### config.mk
export PLATFORM = sky130hd
export DESIGN_NAME = stick_eight_way_direction_tracker_flat
export DESIGN_NICKNAME = d
export VERILOG_FILES = /design/src/rtl/core/sedt_pkg.sv /design/src/rtl/core/sedt_sample_if.sv /design/src/rtl/core/sedt_result_if.sv /design/src/rtl/core/stick_eight_way_direction_tracker.sv /design/src/flat_wrapper.sv
export SDC_FILE = /design/constraint.sdc
export NUM_CORES = 2
export LEC_CHECK = 0
export BUFFER_PORTS_ARGS = -buffer_cell sky130_fd_sc_hd__buf_2
export CELL_PAD_IN_SITES_DETAIL_PLACEMENT = 1
export CELL_PAD_IN_SITES_GLOBAL_PLACEMENT = 2
export CORE_ASPECT_RATIO = 2
export CORE_MARGIN = 2
export CORE_UTILIZATION = 46
export DETAILED_ROUTE_END_ITERATION = 6
export PLACE_DENSITY_LB_ADDON = 0.05
export SYNTH_ARGS = -nofsm -noshare
export SYNTH_HDL_FRONTEND = slang
export SYNTH_SLANG_ARGS = --single-unit
export TNS_END_PERCENT = 20
### constraint.sdc
create_clock -name clk -period 21.1 [get_ports clk]
set_input_delay 3.165 -clock clk [delete_from_list [all_inputs] [get_ports clk]]
set_output_delay 3.165 -clock clk [all_outputs]
set_load 0.01 [all_outputs]
### src/rtl/core/sedt_pkg.sv
// shared constants, codes and slot update function of the direction tracker
package sedt_pkg;

  localparam int FIELD_W   = 16;
  localparam int AXIS_BITS = 16;
  localparam int MAG_W     = AXIS_BITS;
  localparam int SUM_W     = MAG_W + 1;
  localparam int SQ_W      = 2 * MAG_W + 1;
  localparam int DZ_W      = 15;
  localparam int DZ2_W     = 2 * DZ_W;
  localparam int CMP_W     = (SQ_W > DZ2_W) ? SQ_W : DZ2_W;
  localparam int DIR_W     = 4;
  localparam int ACT_W     = 3;
  localparam int BTN_W     = 2;

  localparam int DZ_RESET_INT = 8000;
  localparam logic [DZ_W-1:0]  DZ_RESET  = DZ_W'(DZ_RESET_INT);
  localparam logic [DZ2_W-1:0] DZ2_RESET = DZ2_W'(DZ_RESET_INT * DZ_RESET_INT);

  typedef enum logic [DIR_W-1:0] {
    DIR_CENTER     = 4'd0,
    DIR_UP         = 4'd1,
    DIR_UP_RIGHT   = 4'd2,
    DIR_RIGHT      = 4'd3,
    DIR_DOWN_RIGHT = 4'd4,
    DIR_DOWN       = 4'd5,
    DIR_DOWN_LEFT  = 4'd6,
    DIR_LEFT       = 4'd7,
    DIR_UP_LEFT    = 4'd8
  } dir_t;

  typedef enum logic [ACT_W-1:0] {
    ACT_NONE    = 3'd0,
    ACT_PRESS   = 3'd1,
    ACT_HOLD    = 3'd2,
    ACT_RELEASE = 3'd3,
    ACT_SWITCH  = 3'd4
  } act_t;

  typedef logic [BTN_W-1:0] btn_t;

  localparam btn_t BTN_NONE = 2'd0;
  localparam btn_t VB_UP    = 2'd1;
  localparam btn_t VB_DOWN  = 2'd2;
  localparam btn_t HB_LEFT  = 2'd1;
  localparam btn_t HB_RIGHT = 2'd2;

  typedef struct packed {
    act_t act;
    btn_t btn;
    btn_t held;
  } slot_t;

  // one virtual button slot: press, hold, release or switch
  function automatic slot_t slot_step(btn_t want, btn_t held);
    slot_t res;
    res.act  = ACT_NONE;
    res.btn  = BTN_NONE;
    res.held = held;
    if (want != BTN_NONE && held == BTN_NONE) begin
      res.act  = ACT_PRESS;
      res.btn  = want;
      res.held = want;
    end else if (want == BTN_NONE && held != BTN_NONE) begin
      res.act  = ACT_RELEASE;
      res.btn  = held;
      res.held = BTN_NONE;
    end else if (want != BTN_NONE && held == want) begin
      res.act  = ACT_HOLD;
      res.btn  = want;
    end else if (want != BTN_NONE) begin
      res.act  = ACT_SWITCH;
      res.btn  = want;
      res.held = want;
    end
    return res;
  endfunction

endpackage

### src/rtl/core/sedt_sample_if.sv
// sample channel: two axis values and the pass-through flag
interface sedt_sample_if;
  logic                                valid;
  logic                                ready;
  logic signed [sedt_pkg::FIELD_W-1:0] x_value;
  logic signed [sedt_pkg::FIELD_W-1:0] y_value;
  logic                                ignore_sets;

  modport source (output valid, output x_value, output y_value, output ignore_sets,
                  input ready);
  modport sink   (input valid, input x_value, input y_value, input ignore_sets,
                  output ready);
endinterface

### src/rtl/core/sedt_result_if.sv
// result channel: direction, activity pulses and button slot events
interface sedt_result_if;
  logic                         valid;
  logic                         ready;
  sedt_pkg::dir_t               direction;
  logic                         stick_active;
  logic                         became_active;
  logic                         became_released;
  sedt_pkg::act_t               vert_action;
  logic [sedt_pkg::BTN_W-1:0]   vert_button;
  sedt_pkg::act_t               horiz_action;
  logic [sedt_pkg::BTN_W-1:0]   horiz_button;
  logic                         sets_flag_out;

  modport source (output valid, output direction, output stick_active,
                  output became_active, output became_released,
                  output vert_action, output vert_button,
                  output horiz_action, output horiz_button,
                  output sets_flag_out, input ready);
  modport sink   (input valid, input direction, input stick_active,
                  input became_active, input became_released,
                  input vert_action, input vert_button,
                  input horiz_action, input horiz_button,
                  input sets_flag_out, output ready);
endinterface

### src/rtl/core/stick_eight_way_direction_tracker.sv
// eight-way stick direction tracker with radial dead zone and button slot events
//
// Takes one (x, y) sample beat per clock and returns one result beat per sample, in
// order. A sample is centered when x*x + y*y <= dead_zone^2; otherwise it is placed in
// one of eight 45-degree sectors (negative y is up, positive x is right) by exact
// integer tests on a = |x|, b = |y|: vertical when (a+b)^2 < 2b^2, horizontal when
// (a+b)^2 < 2a^2, diagonal otherwise. The tracker keeps an active flag and one held
// vertical and one held horizontal virtual button, and reports press, hold, release
// or switch for each slot. Throughput is one sample per cycle while out_ch.ready
// keeps the result register free; a sample passes the input register, then the
// result register, whose beat stays offered while stalled. The squares (a*a, b*b,
// (a+b)^2), the dead zone test and the sector logic sit between the two registers, so
// the longest path is one 17-bit square followed by a 33-bit compare. dead_zone^2 is
// loaded into its register from cfg_wdata at the write edge, so a sample accepted at
// or after that edge sees the new radius. Only the low AXIS_BITS bits of each axis
// field are used, sign-extended from the top one of them.
module stick_eight_way_direction_tracker (
  input  logic                       clk,
  input  logic                       rst_n,
  input  logic                       cfg_we,
  input  logic [sedt_pkg::DZ_W-1:0]  cfg_wdata,
  sedt_sample_if.sink                in_ch,
  sedt_result_if.source              out_ch
);
  import sedt_pkg::*;

  // configuration: square of the dead zone radius
  logic [DZ2_W-1:0] dz2_r;

  // stage 0: input register with magnitudes and signs
  logic             v0_r;
  logic [MAG_W-1:0] a0_r, b0_r;
  logic             xpos0_r, yneg0_r, flag0_r;

  // stage 1: result register
  logic             v1_r;
  dir_t             dir_out_r;
  logic             active_out_r, rose_r, fell_r, flag1_r;
  act_t             va_r, ha_r;
  btn_t             vb_r, hb_r;

  // tracked state
  logic             active_r;
  btn_t             vheld_r, hheld_r;
  dir_t             cur_dir_r;

  // flow control: each stage moves on when the one after it has room
  logic             free1, free0;
  logic             load0, load1;

  assign free1 = !v1_r || out_ch.ready;
  assign free0 = !v0_r || free1;
  assign load0 = in_ch.valid && free0;
  assign load1 = v0_r && free1;
  assign in_ch.ready = free0;

  // input side: two's complement magnitude of the low axis bits
  logic [MAG_W-1:0] x_raw, y_raw, x_mag, y_mag;
  logic             x_neg, y_neg, x_pos;

  always_comb begin
    x_raw = in_ch.x_value[AXIS_BITS-1:0];
    y_raw = in_ch.y_value[AXIS_BITS-1:0];
    x_neg = x_raw[MAG_W-1];
    y_neg = y_raw[MAG_W-1];
    x_pos = !x_neg && (x_raw != '0);
    x_mag = x_neg ? ((~x_raw) + MAG_W'(1)) : x_raw;
    y_mag = y_neg ? ((~y_raw) + MAG_W'(1)) : y_raw;
  end

  // the three squares, side by side
  logic [SUM_W-1:0] ab_sum;
  logic [SQ_W-1:0]  a2_sq, b2_sq, s_sq;

  always_comb begin
    ab_sum = SUM_W'(a0_r) + SUM_W'(b0_r);
    a2_sq  = SQ_W'(a0_r) * SQ_W'(a0_r);
    b2_sq  = SQ_W'(b0_r) * SQ_W'(b0_r);
    s_sq   = SQ_W'(ab_sum) * SQ_W'(ab_sum);
  end

  // dead zone test, sector, state and slot events
  logic [CMP_W-1:0] rad2;
  logic [SQ_W-1:0]  twice_a2, twice_b2;
  logic             outside, is_vert, is_horiz;
  dir_t             sector;
  logic             run;
  logic             active_nxt, rose_nxt, fell_nxt;
  dir_t             cur_dir_nxt;
  btn_t             want_v, want_h;
  slot_t            vslot, hslot;
  act_t             va_nxt, ha_nxt;
  btn_t             vb_nxt, hb_nxt, vheld_nxt, hheld_nxt;

  always_comb begin
    // magnitude test against the squared radius
    rad2     = CMP_W'(a2_sq) + CMP_W'(b2_sq);
    outside  = rad2 > CMP_W'(dz2_r);
    // squares never reach the top bit, so doubling cannot overflow
    twice_a2 = a2_sq << 1;
    twice_b2 = b2_sq << 1;
    is_vert  = s_sq < twice_b2;
    is_horiz = s_sq < twice_a2;

    if (is_vert) begin
      sector = yneg0_r ? DIR_UP : DIR_DOWN;
    end else if (is_horiz) begin
      sector = xpos0_r ? DIR_RIGHT : DIR_LEFT;
    end else if (xpos0_r) begin
      sector = yneg0_r ? DIR_UP_RIGHT : DIR_DOWN_RIGHT;
    end else begin
      sector = yneg0_r ? DIR_UP_LEFT : DIR_DOWN_LEFT;
    end

    // activity transitions
    active_nxt  = active_r;
    cur_dir_nxt = cur_dir_r;
    rose_nxt    = 1'b0;
    fell_nxt    = 1'b0;
    run         = active_r;
    if (outside && !active_r) begin
      active_nxt = 1'b1;
      rose_nxt   = 1'b1;
      run        = 1'b1;
    end else if (!outside && active_r) begin
      active_nxt  = 1'b0;
      cur_dir_nxt = DIR_CENTER;
      fell_nxt    = 1'b1;
    end

    // wanted buttons for this sector, none when centered
    want_v = BTN_NONE;
    want_h = BTN_NONE;
    if (run && outside) begin
      cur_dir_nxt = sector;
      case (sector)
        DIR_UP_LEFT, DIR_UP, DIR_UP_RIGHT:       want_v = VB_UP;
        DIR_DOWN_RIGHT, DIR_DOWN, DIR_DOWN_LEFT: want_v = VB_DOWN;
        default:                                 want_v = BTN_NONE;
      endcase
      case (sector)
        DIR_UP_RIGHT, DIR_RIGHT, DIR_DOWN_RIGHT: want_h = HB_RIGHT;
        DIR_DOWN_LEFT, DIR_LEFT, DIR_UP_LEFT:    want_h = HB_LEFT;
        default:                                 want_h = BTN_NONE;
      endcase
    end

    vslot = slot_step(want_v, vheld_r);
    hslot = slot_step(want_h, hheld_r);

    // centered and already inactive: no slot events at all
    if (run) begin
      va_nxt    = vslot.act;
      vb_nxt    = vslot.btn;
      vheld_nxt = vslot.held;
      ha_nxt    = hslot.act;
      hb_nxt    = hslot.btn;
      hheld_nxt = hslot.held;
    end else begin
      va_nxt    = ACT_NONE;
      vb_nxt    = BTN_NONE;
      vheld_nxt = vheld_r;
      ha_nxt    = ACT_NONE;
      hb_nxt    = BTN_NONE;
      hheld_nxt = hheld_r;
    end
  end

  // control state, configuration and tracked state
  always_ff @(posedge clk) begin
    if (!rst_n) begin
      dz2_r       <= DZ2_RESET;
      v0_r        <= 1'b0;
      v1_r        <= 1'b0;
      active_r    <= 1'b0;
      vheld_r     <= BTN_NONE;
      hheld_r     <= BTN_NONE;
      cur_dir_r   <= DIR_CENTER;
    end else begin
      // squared radius taken straight from the write data
      if (cfg_we) begin
        dz2_r <= DZ2_W'(cfg_wdata) * DZ2_W'(cfg_wdata);
      end

      if (free0) begin
        v0_r <= in_ch.valid;
      end
      if (free1) begin
        v1_r <= v0_r;
      end

      if (load1) begin
        active_r  <= active_nxt;
        vheld_r   <= vheld_nxt;
        hheld_r   <= hheld_nxt;
        cur_dir_r <= cur_dir_nxt;
      end
    end
  end

  // payload registers
  always_ff @(posedge clk) begin
    if (load0) begin
      a0_r    <= x_mag;
      b0_r    <= y_mag;
      xpos0_r <= x_pos;
      yneg0_r <= y_neg;
      flag0_r <= in_ch.ignore_sets;
    end
    if (load1) begin
      dir_out_r    <= cur_dir_nxt;
      active_out_r <= active_nxt;
      rose_r       <= rose_nxt;
      fell_r       <= fell_nxt;
      va_r         <= va_nxt;
      vb_r         <= vb_nxt;
      ha_r         <= ha_nxt;
      hb_r         <= hb_nxt;
      flag1_r      <= flag0_r;
    end
  end

  assign out_ch.valid           = v1_r;
  assign out_ch.direction       = dir_out_r;
  assign out_ch.stick_active    = active_out_r;
  assign out_ch.became_active   = rose_r;
  assign out_ch.became_released = fell_r;
  assign out_ch.vert_action     = va_r;
  assign out_ch.vert_button     = vb_r;
  assign out_ch.horiz_action    = ha_r;
  assign out_ch.horiz_button    = hb_r;
  assign out_ch.sets_flag_out   = flag1_r;

endmodule

### src/flat_wrapper.sv
// flat-port wrapper written by rule: the top's interface ports become plain ports
module stick_eight_way_direction_tracker_flat import sedt_pkg::*;
  (clk, rst_n, cfg_we, cfg_wdata, in_ch_valid, in_ch_x_value, in_ch_y_value, in_ch_ignore_sets, in_ch_ready, out_ch_valid, out_ch_direction, out_ch_stick_active, out_ch_became_active, out_ch_became_released, out_ch_vert_action, out_ch_vert_button, out_ch_horiz_action, out_ch_horiz_button, out_ch_sets_flag_out, out_ch_ready);
  sedt_sample_if in_ch_i ();
  sedt_result_if out_ch_i ();
  input  logic clk;
  input  logic rst_n;
  input  logic cfg_we;
  input  logic [sedt_pkg::DZ_W-1:0] cfg_wdata;
  input wire logic [$bits(in_ch_i.valid)-1:0] in_ch_valid;
  input wire logic [$bits(in_ch_i.x_value)-1:0] in_ch_x_value;
  input wire logic [$bits(in_ch_i.y_value)-1:0] in_ch_y_value;
  input wire logic [$bits(in_ch_i.ignore_sets)-1:0] in_ch_ignore_sets;
  output wire logic [$bits(in_ch_i.ready)-1:0] in_ch_ready;
  output wire logic [$bits(out_ch_i.valid)-1:0] out_ch_valid;
  output wire logic [$bits(out_ch_i.direction)-1:0] out_ch_direction;
  output wire logic [$bits(out_ch_i.stick_active)-1:0] out_ch_stick_active;
  output wire logic [$bits(out_ch_i.became_active)-1:0] out_ch_became_active;
  output wire logic [$bits(out_ch_i.became_released)-1:0] out_ch_became_released;
  output wire logic [$bits(out_ch_i.vert_action)-1:0] out_ch_vert_action;
  output wire logic [$bits(out_ch_i.vert_button)-1:0] out_ch_vert_button;
  output wire logic [$bits(out_ch_i.horiz_action)-1:0] out_ch_horiz_action;
  output wire logic [$bits(out_ch_i.horiz_button)-1:0] out_ch_horiz_button;
  output wire logic [$bits(out_ch_i.sets_flag_out)-1:0] out_ch_sets_flag_out;
  input wire logic [$bits(out_ch_i.ready)-1:0] out_ch_ready;
  assign in_ch_i.valid = in_ch_valid;
  assign in_ch_i.x_value = in_ch_x_value;
  assign in_ch_i.y_value = in_ch_y_value;
  assign in_ch_i.ignore_sets = in_ch_ignore_sets;
  assign in_ch_ready = in_ch_i.ready;
  assign out_ch_valid = out_ch_i.valid;
  assign out_ch_direction = out_ch_i.direction;
  assign out_ch_stick_active = out_ch_i.stick_active;
  assign out_ch_became_active = out_ch_i.became_active;
  assign out_ch_became_released = out_ch_i.became_released;
  assign out_ch_vert_action = out_ch_i.vert_action;
  assign out_ch_vert_button = out_ch_i.vert_button;
  assign out_ch_horiz_action = out_ch_i.horiz_action;
  assign out_ch_horiz_button = out_ch_i.horiz_button;
  assign out_ch_sets_flag_out = out_ch_i.sets_flag_out;
  assign out_ch_i.ready = out_ch_ready;
  stick_eight_way_direction_tracker u_core (.clk(clk), .rst_n(rst_n), .cfg_we(cfg_we), .cfg_wdata(cfg_wdata), .in_ch(in_ch_i), .out_ch(out_ch_i));
endmodule
# Word level (Yosys, flattened, before mapping)
# Cells that the tools add are included.
dict set report classes {
  n_addsub 4
  mul 4
  magnitude_cmp 3
  n_eq_ne 12
  n_mux 31
  n_bitwise 3
  reduce_logical 40
}
# op count
set ops {}
lappend ops {{$lt 33x33->1} 2}
lappend ops {{$mul 16x16->32} 2}
lappend ops {{$mux 4} 9}
lappend ops {{$add 32x32->33} 1}
lappend ops {{$gt 33x30->1} 1}
lappend ops {{$mul 17x17->33} 1}
lappend ops {{$add 16x1->16 const B} 2}
lappend ops {{$not 16->16} 2}
lappend ops {{$mul 15x15->30} 1}
lappend ops {{$mux 15} 2}
lappend ops {{$add 16x16->17} 1}
lappend ops {{$eq 4x3->1 const B} 4}
lappend ops {{$reduce_bool 16->1} 1}
lappend ops {{$mux 7} 2}
lappend ops {{$logic_and 1x1->1} 12}
lappend ops {{$mux 6} 2}
lappend ops {{$reduce_or 3->1} 4}
lappend ops {{$mux 5} 2}
lappend ops {{$mux 3} 3}
lappend ops {{$eq 4x2->1 const B} 2}
lappend ops {{$logic_not 2->1} 4}
lappend ops {{$mux 2} 4}
lappend ops {{$pmux 2 s2} 2}
lappend ops {{$reduce_and 4->1} 2}
lappend ops {{other kinds (12)} 29}
dict set report totals {
  register_bits 94
  input_bits 53
  output_inout_bits 20
  wordCells 124
}

# Logic depth before layout (Yosys ltp)
dict set report depth {
  ltp_word 14
  ltp_mapped 50
  mapped_depth_nobuf 48
}

# Worst setup path before layout
# OpenSTA, ideal clock, no wires.
dict set report synth_path {
  path_type {register to register}
  startpoint {register u_core.b0_r[0]}
  endpoint {register u_core.ha_r[1] (netlist: u_core.out_ch.horiz_action[1]) (data pin)}
  setup_ns 0.159
  arrival_ns 9.935
  required_ns 20.941
  setup_slack_ns 11.007
  stages_incl_launch_ff 45
  path_buffers 2
  period_less_slack_ns 10.093
  path_cell_list {edfxtp_1 ha_1 fa_1 a211oi_1 o21ai_0 a31oi_1 a21oi_1 a21o_1 a21oi_1 xor2_1 clkbuf_1 nor2_1 fa_1 inv_1 fa_1 inv_1 fa_1 fa_1 [9 not listed] a21oi_1 a31oi_1 a41o_1 nor2_1 xnor2_1 ha_1 a21o_1 a21o_1 a2111oi_2 nand2_1 clkbuf_1 nand2_1 a21oi_1 ha_1 nand2b_1 a221oi_1 o2bb2ai_1 a22oi_1}
}
dict set report synth_via {
  elab_chain_cells 13
  elab_cells_between_ends 32
  cone_classes {2 x add/sub; 2 x mul; 3 x order compare; 7 x eq/ne; 7 x mux; 1 x bitwise; 10 x reduce/logical}
}
# element line_no
set synth_lines {}
lappend synth_lines {{start, declared} stick_eight_way_direction_tracker.sv:32} ;# logic [MAG_W-1:0] a0_r, b0_r;
lappend synth_lines {{start signal, assigned} stick_eight_way_direction_tracker.sv:205} ;# b0_r <= y_mag;
lappend synth_lines {{$add 16x16->17} stick_eight_way_direction_tracker.sv:76} ;# ab_sum = SUM_W'(a0_r) + SUM_W'(b0_r);
lappend synth_lines {{$mul 17x17->33} stick_eight_way_direction_tracker.sv:79} ;# s_sq = SQ_W'(ab_sum) * SQ_W'(ab_sum);
lappend synth_lines {{$lt 33x33->1} stick_eight_way_direction_tracker.sv:103} ;# is_horiz = s_sq < twice_a2;
lappend synth_lines {{$mux 4} stick_eight_way_direction_tracker.sv:107} ;# end else if (is_horiz) begin
lappend synth_lines {{$mux 4} stick_eight_way_direction_tracker.sv:105} ;# if (is_vert) begin
lappend synth_lines {{$eq 4x3->1 (tied with other cells)} stick_eight_way_direction_tracker.sv:141} ;# case (sector)
lappend synth_lines {{$reduce_or 3->1} stick_eight_way_direction_tracker.sv:141}
lappend synth_lines {{$pmux 2 s2} stick_eight_way_direction_tracker.sv:141}
lappend synth_lines {{$mux 2} stick_eight_way_direction_tracker.sv:134} ;# if (run && outside) begin
lappend synth_lines {{$eq 2x2->1 or $reduce_bool 2->1 (tied branches)} {sedt_pkg.sv:68, sedt_pkg.sv:60}}
lappend synth_lines {{$logic_and 1x1->1} sedt_pkg.sv:68} ;# end else if (want != BTN_NONE && held == want) begin
lappend synth_lines {{$mux 4} sedt_pkg.sv:68}
lappend synth_lines {{$mux 6} sedt_pkg.sv:64} ;# end else if (want == BTN_NONE && held != BTN_NONE) begin
lappend synth_lines {{end signal, assigned} stick_eight_way_direction_tracker.sv:217} ;# ha_r <= ha_nxt;
lappend synth_lines {{end, declared} stick_eight_way_direction_tracker.sv:39} ;# act_t va_r, ha_r;
# Several ways; a longest one is shown, not always the timed one.
# A chain may end at the register's enable or synchronous reset.

# Worst setup path in the final report
dict set report layout_path {
  startpoint {register u_core.a0_r[0]}
  endpoint {register u_core.vb_r[0] (netlist: u_core.out_ch.vert_button[0]) (data pin)}
}
dict set report layout_via {
  elab_chain_cells 14
  elab_cells_between_ends 32
  cone_classes {2 x add/sub; 2 x mul; 3 x order compare; 7 x eq/ne; 9 x mux; 9 x reduce/logical}
}
# element line_no
set layout_lines {}
lappend layout_lines {{start, declared} stick_eight_way_direction_tracker.sv:32}
lappend layout_lines {{start signal, assigned} stick_eight_way_direction_tracker.sv:204} ;# a0_r <= x_mag;
lappend layout_lines {{$add 16x16->17} stick_eight_way_direction_tracker.sv:76}
lappend layout_lines {{$mul 17x17->33} stick_eight_way_direction_tracker.sv:79}
lappend layout_lines {{$lt 33x33->1} stick_eight_way_direction_tracker.sv:103}
lappend layout_lines {{$mux 4} stick_eight_way_direction_tracker.sv:107}
lappend layout_lines {{$mux 4} stick_eight_way_direction_tracker.sv:105}
lappend layout_lines {{$eq 4x3->1 (tied with other cells)} stick_eight_way_direction_tracker.sv:136} ;# case (sector)
lappend layout_lines {{$reduce_or 3->1} stick_eight_way_direction_tracker.sv:136}
lappend layout_lines {{$pmux 2 s2} stick_eight_way_direction_tracker.sv:136}
lappend layout_lines {{$mux 2} stick_eight_way_direction_tracker.sv:134}
lappend layout_lines {{$reduce_bool 2->1 or $eq 2x2->1 (tied branches)} {sedt_pkg.sv:60, sedt_pkg.sv:68, sedt_pkg.sv:71}}
lappend layout_lines {{$mux 7 or $logic_and 1x1->1 (tied branches)} {sedt_pkg.sv:71, sedt_pkg.sv:68}}
lappend layout_lines {{$mux 4} sedt_pkg.sv:68}
lappend layout_lines {{$mux 6} sedt_pkg.sv:64}
lappend layout_lines {{$mux 5} sedt_pkg.sv:60} ;# if (want != BTN_NONE && held == BTN_NONE) begin
lappend layout_lines {{end signal, assigned} stick_eight_way_direction_tracker.sv:216} ;# vb_r <= vb_nxt;
lappend layout_lines {{end, declared} stick_eight_way_direction_tracker.sv:40} ;# btn_t vb_r, hb_r;
# Several ways; a longest one is shown, not always the timed one. The select of a mux whose other input is x is not followed.

==> results.sh <==
export IMPL_hold_buffers=0
export IMPL_grt_overflow_total=0
export IMPL_synth_most_common_cell="inv_1"
export IMPL_maxCapViolCount=0
export IMPL_crit_type="flop to flop"
export IMPL_run_status="complete, no violations"
export IMPL_port_buffers=72
export IMPL_cpMaxStageDelayCell="edfxtp_1"
export IMPL_die_w_um=205
export IMPL_drv_slew=0
export IMPL_syn_nets=5456
export IMPL_setup_viol=0
export IMPL_critPathCaptureType="flop"
export IMPL_cts_buffer_depth=2
export IMPL_netlist_instances=4213
export IMPL_hp_class="flop to flop"
export IMPL_num_antenna_cells=0
export IMPL_die_area_mm2=0.0830
export IMPL_io_pins=73
export IMPL_yosysSeqAreaShare_pct=6.45
export IMPL_startpoint_type="flop"
export IMPL_hold_slack_ns=0.440
export IMPL_cp_arrival_ns=12.82
export IMPL_netlist_area_mm2=0.0371
export IMPL_cts_tree="done"
export IMPL_clkLatencyLatePin_ns=0.40
export IMPL_drtIter0Drc=796
export IMPL_synth_common_cells="inv_1, fa_1, ha_1, nand2_1, nor2_1"
export IMPL_start_util_pct=46.3
export IMPL_yosys_most_used_dff="edfxtp_1"
export IMPL_cts_made_buffers=9
export IMPL_rows=147
export IMPL_max_freq_ghz=0.0795
export IMPL_nets=5486
export IMPL_post_drt_wl_per_cell_um=21.6
export IMPL_antenna_found_initial=3
export IMPL_ys_types=91
export IMPL_synth_avg_cell_area_um2=8.80
export IMPL_synth_edf_count=53
export IMPL_synth_top_cell_by_area="fa_1"
export IMPL_vias_per_cell=5.43
export IMPL_die_height_um=406
export IMPL_area_growth_pct=4.96
export IMPL_finalCritPeriodShare_pct=59.6
export IMPL_coreArea_mm2=0.0800
export IMPL_relSlewSlack_pct=18.4
export IMPL_crit_fanout=17
export IMPL_slowest_delay_ns=0.74
export IMPL_ctsResizeCount=0
export IMPL_cts_sinks=93
export IMPL_rsz0062_at_grt="false"
export IMPL_drc_errors=0
export IMPL_h_tree_depth=3
export IMPL_ys_seq_elements=93
export IMPL_synth_top_area_share_pct=35.5
export IMPL_postRouteAntennaNets=0
export IMPL_hold_violations=0
export IMPL_fin_crit_ns=12.57
export IMPL_finalSetupTns_ns=0
export IMPL_gp_congestion=0.914
export IMPL_drive_above_1_share_pct=4.00
export IMPL_track_usage_pct=28.8
export IMPL_cts_setup_buffers=0
export IMPL_finClkSkew_ns=0.0191
export IMPL_dr_total_vias=28700
export IMPL_clk_pin_slew_ns=0.08
export IMPL_root_buffer="clkbuf_16"
export IMPL_hpwlAfterDp_um=100000
export IMPL_async_reset_ff_share_pct=0
export IMPL_grt_start_max_net_pins=36
export IMPL_cp_num_buf_inv=5
export IMPL_synth_area_leaders="fa_1, ha_1, inv_1, edfxtp_1, nand2_1"
export IMPL_grt_pass1_vias=33400
export IMPL_grt_pass1_wl_um=180000
export IMPL_yosysWarnings=0
export IMPL_required_ns=21.35
export IMPL_worstMarginPinSlew_ns=1.22
export IMPL_routed_wl_um=114000
export IMPL_drt_pass1_iter_count=4
export IMPL_cp_top_family="adder cells"
state kept, by name, indices dropped and copies added (netlist names), 3 cells and up:
signal and count:
u_core.cur_dir_r 4, u_core.out_ch.direction 4, u_core.out_ch.vert_action 3, u_core.b0_r 16
u_core.dz2_r 29, u_core.a0_r 16, u_core.out_ch.horiz_action 3
kinds of logic (layout without fill, tap and decap cells):
| kind of cell | count (synthesis) | count (layout) | share of synthesized area [%] |
|---|---|---|---|
| DFF | 93 | 93 | 6.45 |
| AOI/OAI and AO/OA | 548 | 548 | 9.97 |
| adders and majority gates | 1190 | 1190 | 53.5 |
| and+or+nand+nor | 989 | 989 | 12.7 |
| xor gates and xnor gates | 211 | 211 | 5.00 |
| muxes | 26 | 26 | 0.729 |
| buffers and inverters | 1156 | 1191 | 11.7 |
per-stage QoR:
stage	worst slack, ns	util, %	area, um2	instances
2_1_floorplan	11.01	-	37100	4213
3_3_place_gp	8.73	48.3	38700	5275
3_5_place_dp	8.55	48.3	38700	5275
4_1_cts	8.56	48.6	38900	5291
5_1_grt	7.61	48.6	38900	5291
6_report	8.53	48.6	38900	5291
placed cells by master, fill, tap and decap left out, types with 19 or more instances in the layout:
master,count
mux2i_1,21
o21a_1,22
a211oi_1,26
a21o_1,83
buf_4,32
and2_1,161
xor2_1,68
a31oi_1,19
nand3_1,45
or2_2,19
edfxtp_1,53
o21ai_0,81
inv_1,1064
a21oi_1,163
o21bai_1,23
nand4_1,24
nand2_1,335
nor3_1,35
buf_2,72
fa_1,657
ha_1,533
dfxtp_1,40
nand2b_1,35
or3_1,21
nor2b_1,29
xnor2_1,142
nor2_1,238
worst paths after layout:
path         cells past startpoint                      from  slack, ns                                          to
max                             43  u_core.a0_r[0]$_DFFE_PP_       8.53  u_core.out_ch.vert_button[0]$_SDFFCE_PP0P_
min reg2reg                      0  u_core.flag0_r$_DFFE_PP_       0.44       u_core.out_ch.sets_flag_out$_DFFE_PP_
min                              0  u_core.flag0_r$_DFFE_PP_       0.44       u_core.out_ch.sets_flag_out$_DFFE_PP_
max reg2reg                     43  u_core.a0_r[0]$_DFFE_PP_       8.53  u_core.out_ch.vert_button[0]$_SDFFCE_PP0P_
final cells by class:
type / instances / area [um2]
inverters: 1071 / 4020
repair buffers: 104 / 601
well taps: 1043 / 1310
fillers: 9600 / 41100
flip-flops and latches: 93 / 2390
clock buffers: 12 / 236
clock inverters: 4 / 23.8
multi-input cells: 2964 / 30300
routing by layer:
metal,GRT usage (%),routed length (um),up-vias
li1,-,-,13200
met1,27.4,37900,14800
met2,59.2,67200,463
met3,2.31,2240,276
met4,15.3,7100,6
met5,0,38,-
Power is left out: the tool's default activity adds up to more than one toggle a clock period on the data nets, which glitch-free logic cannot reach.
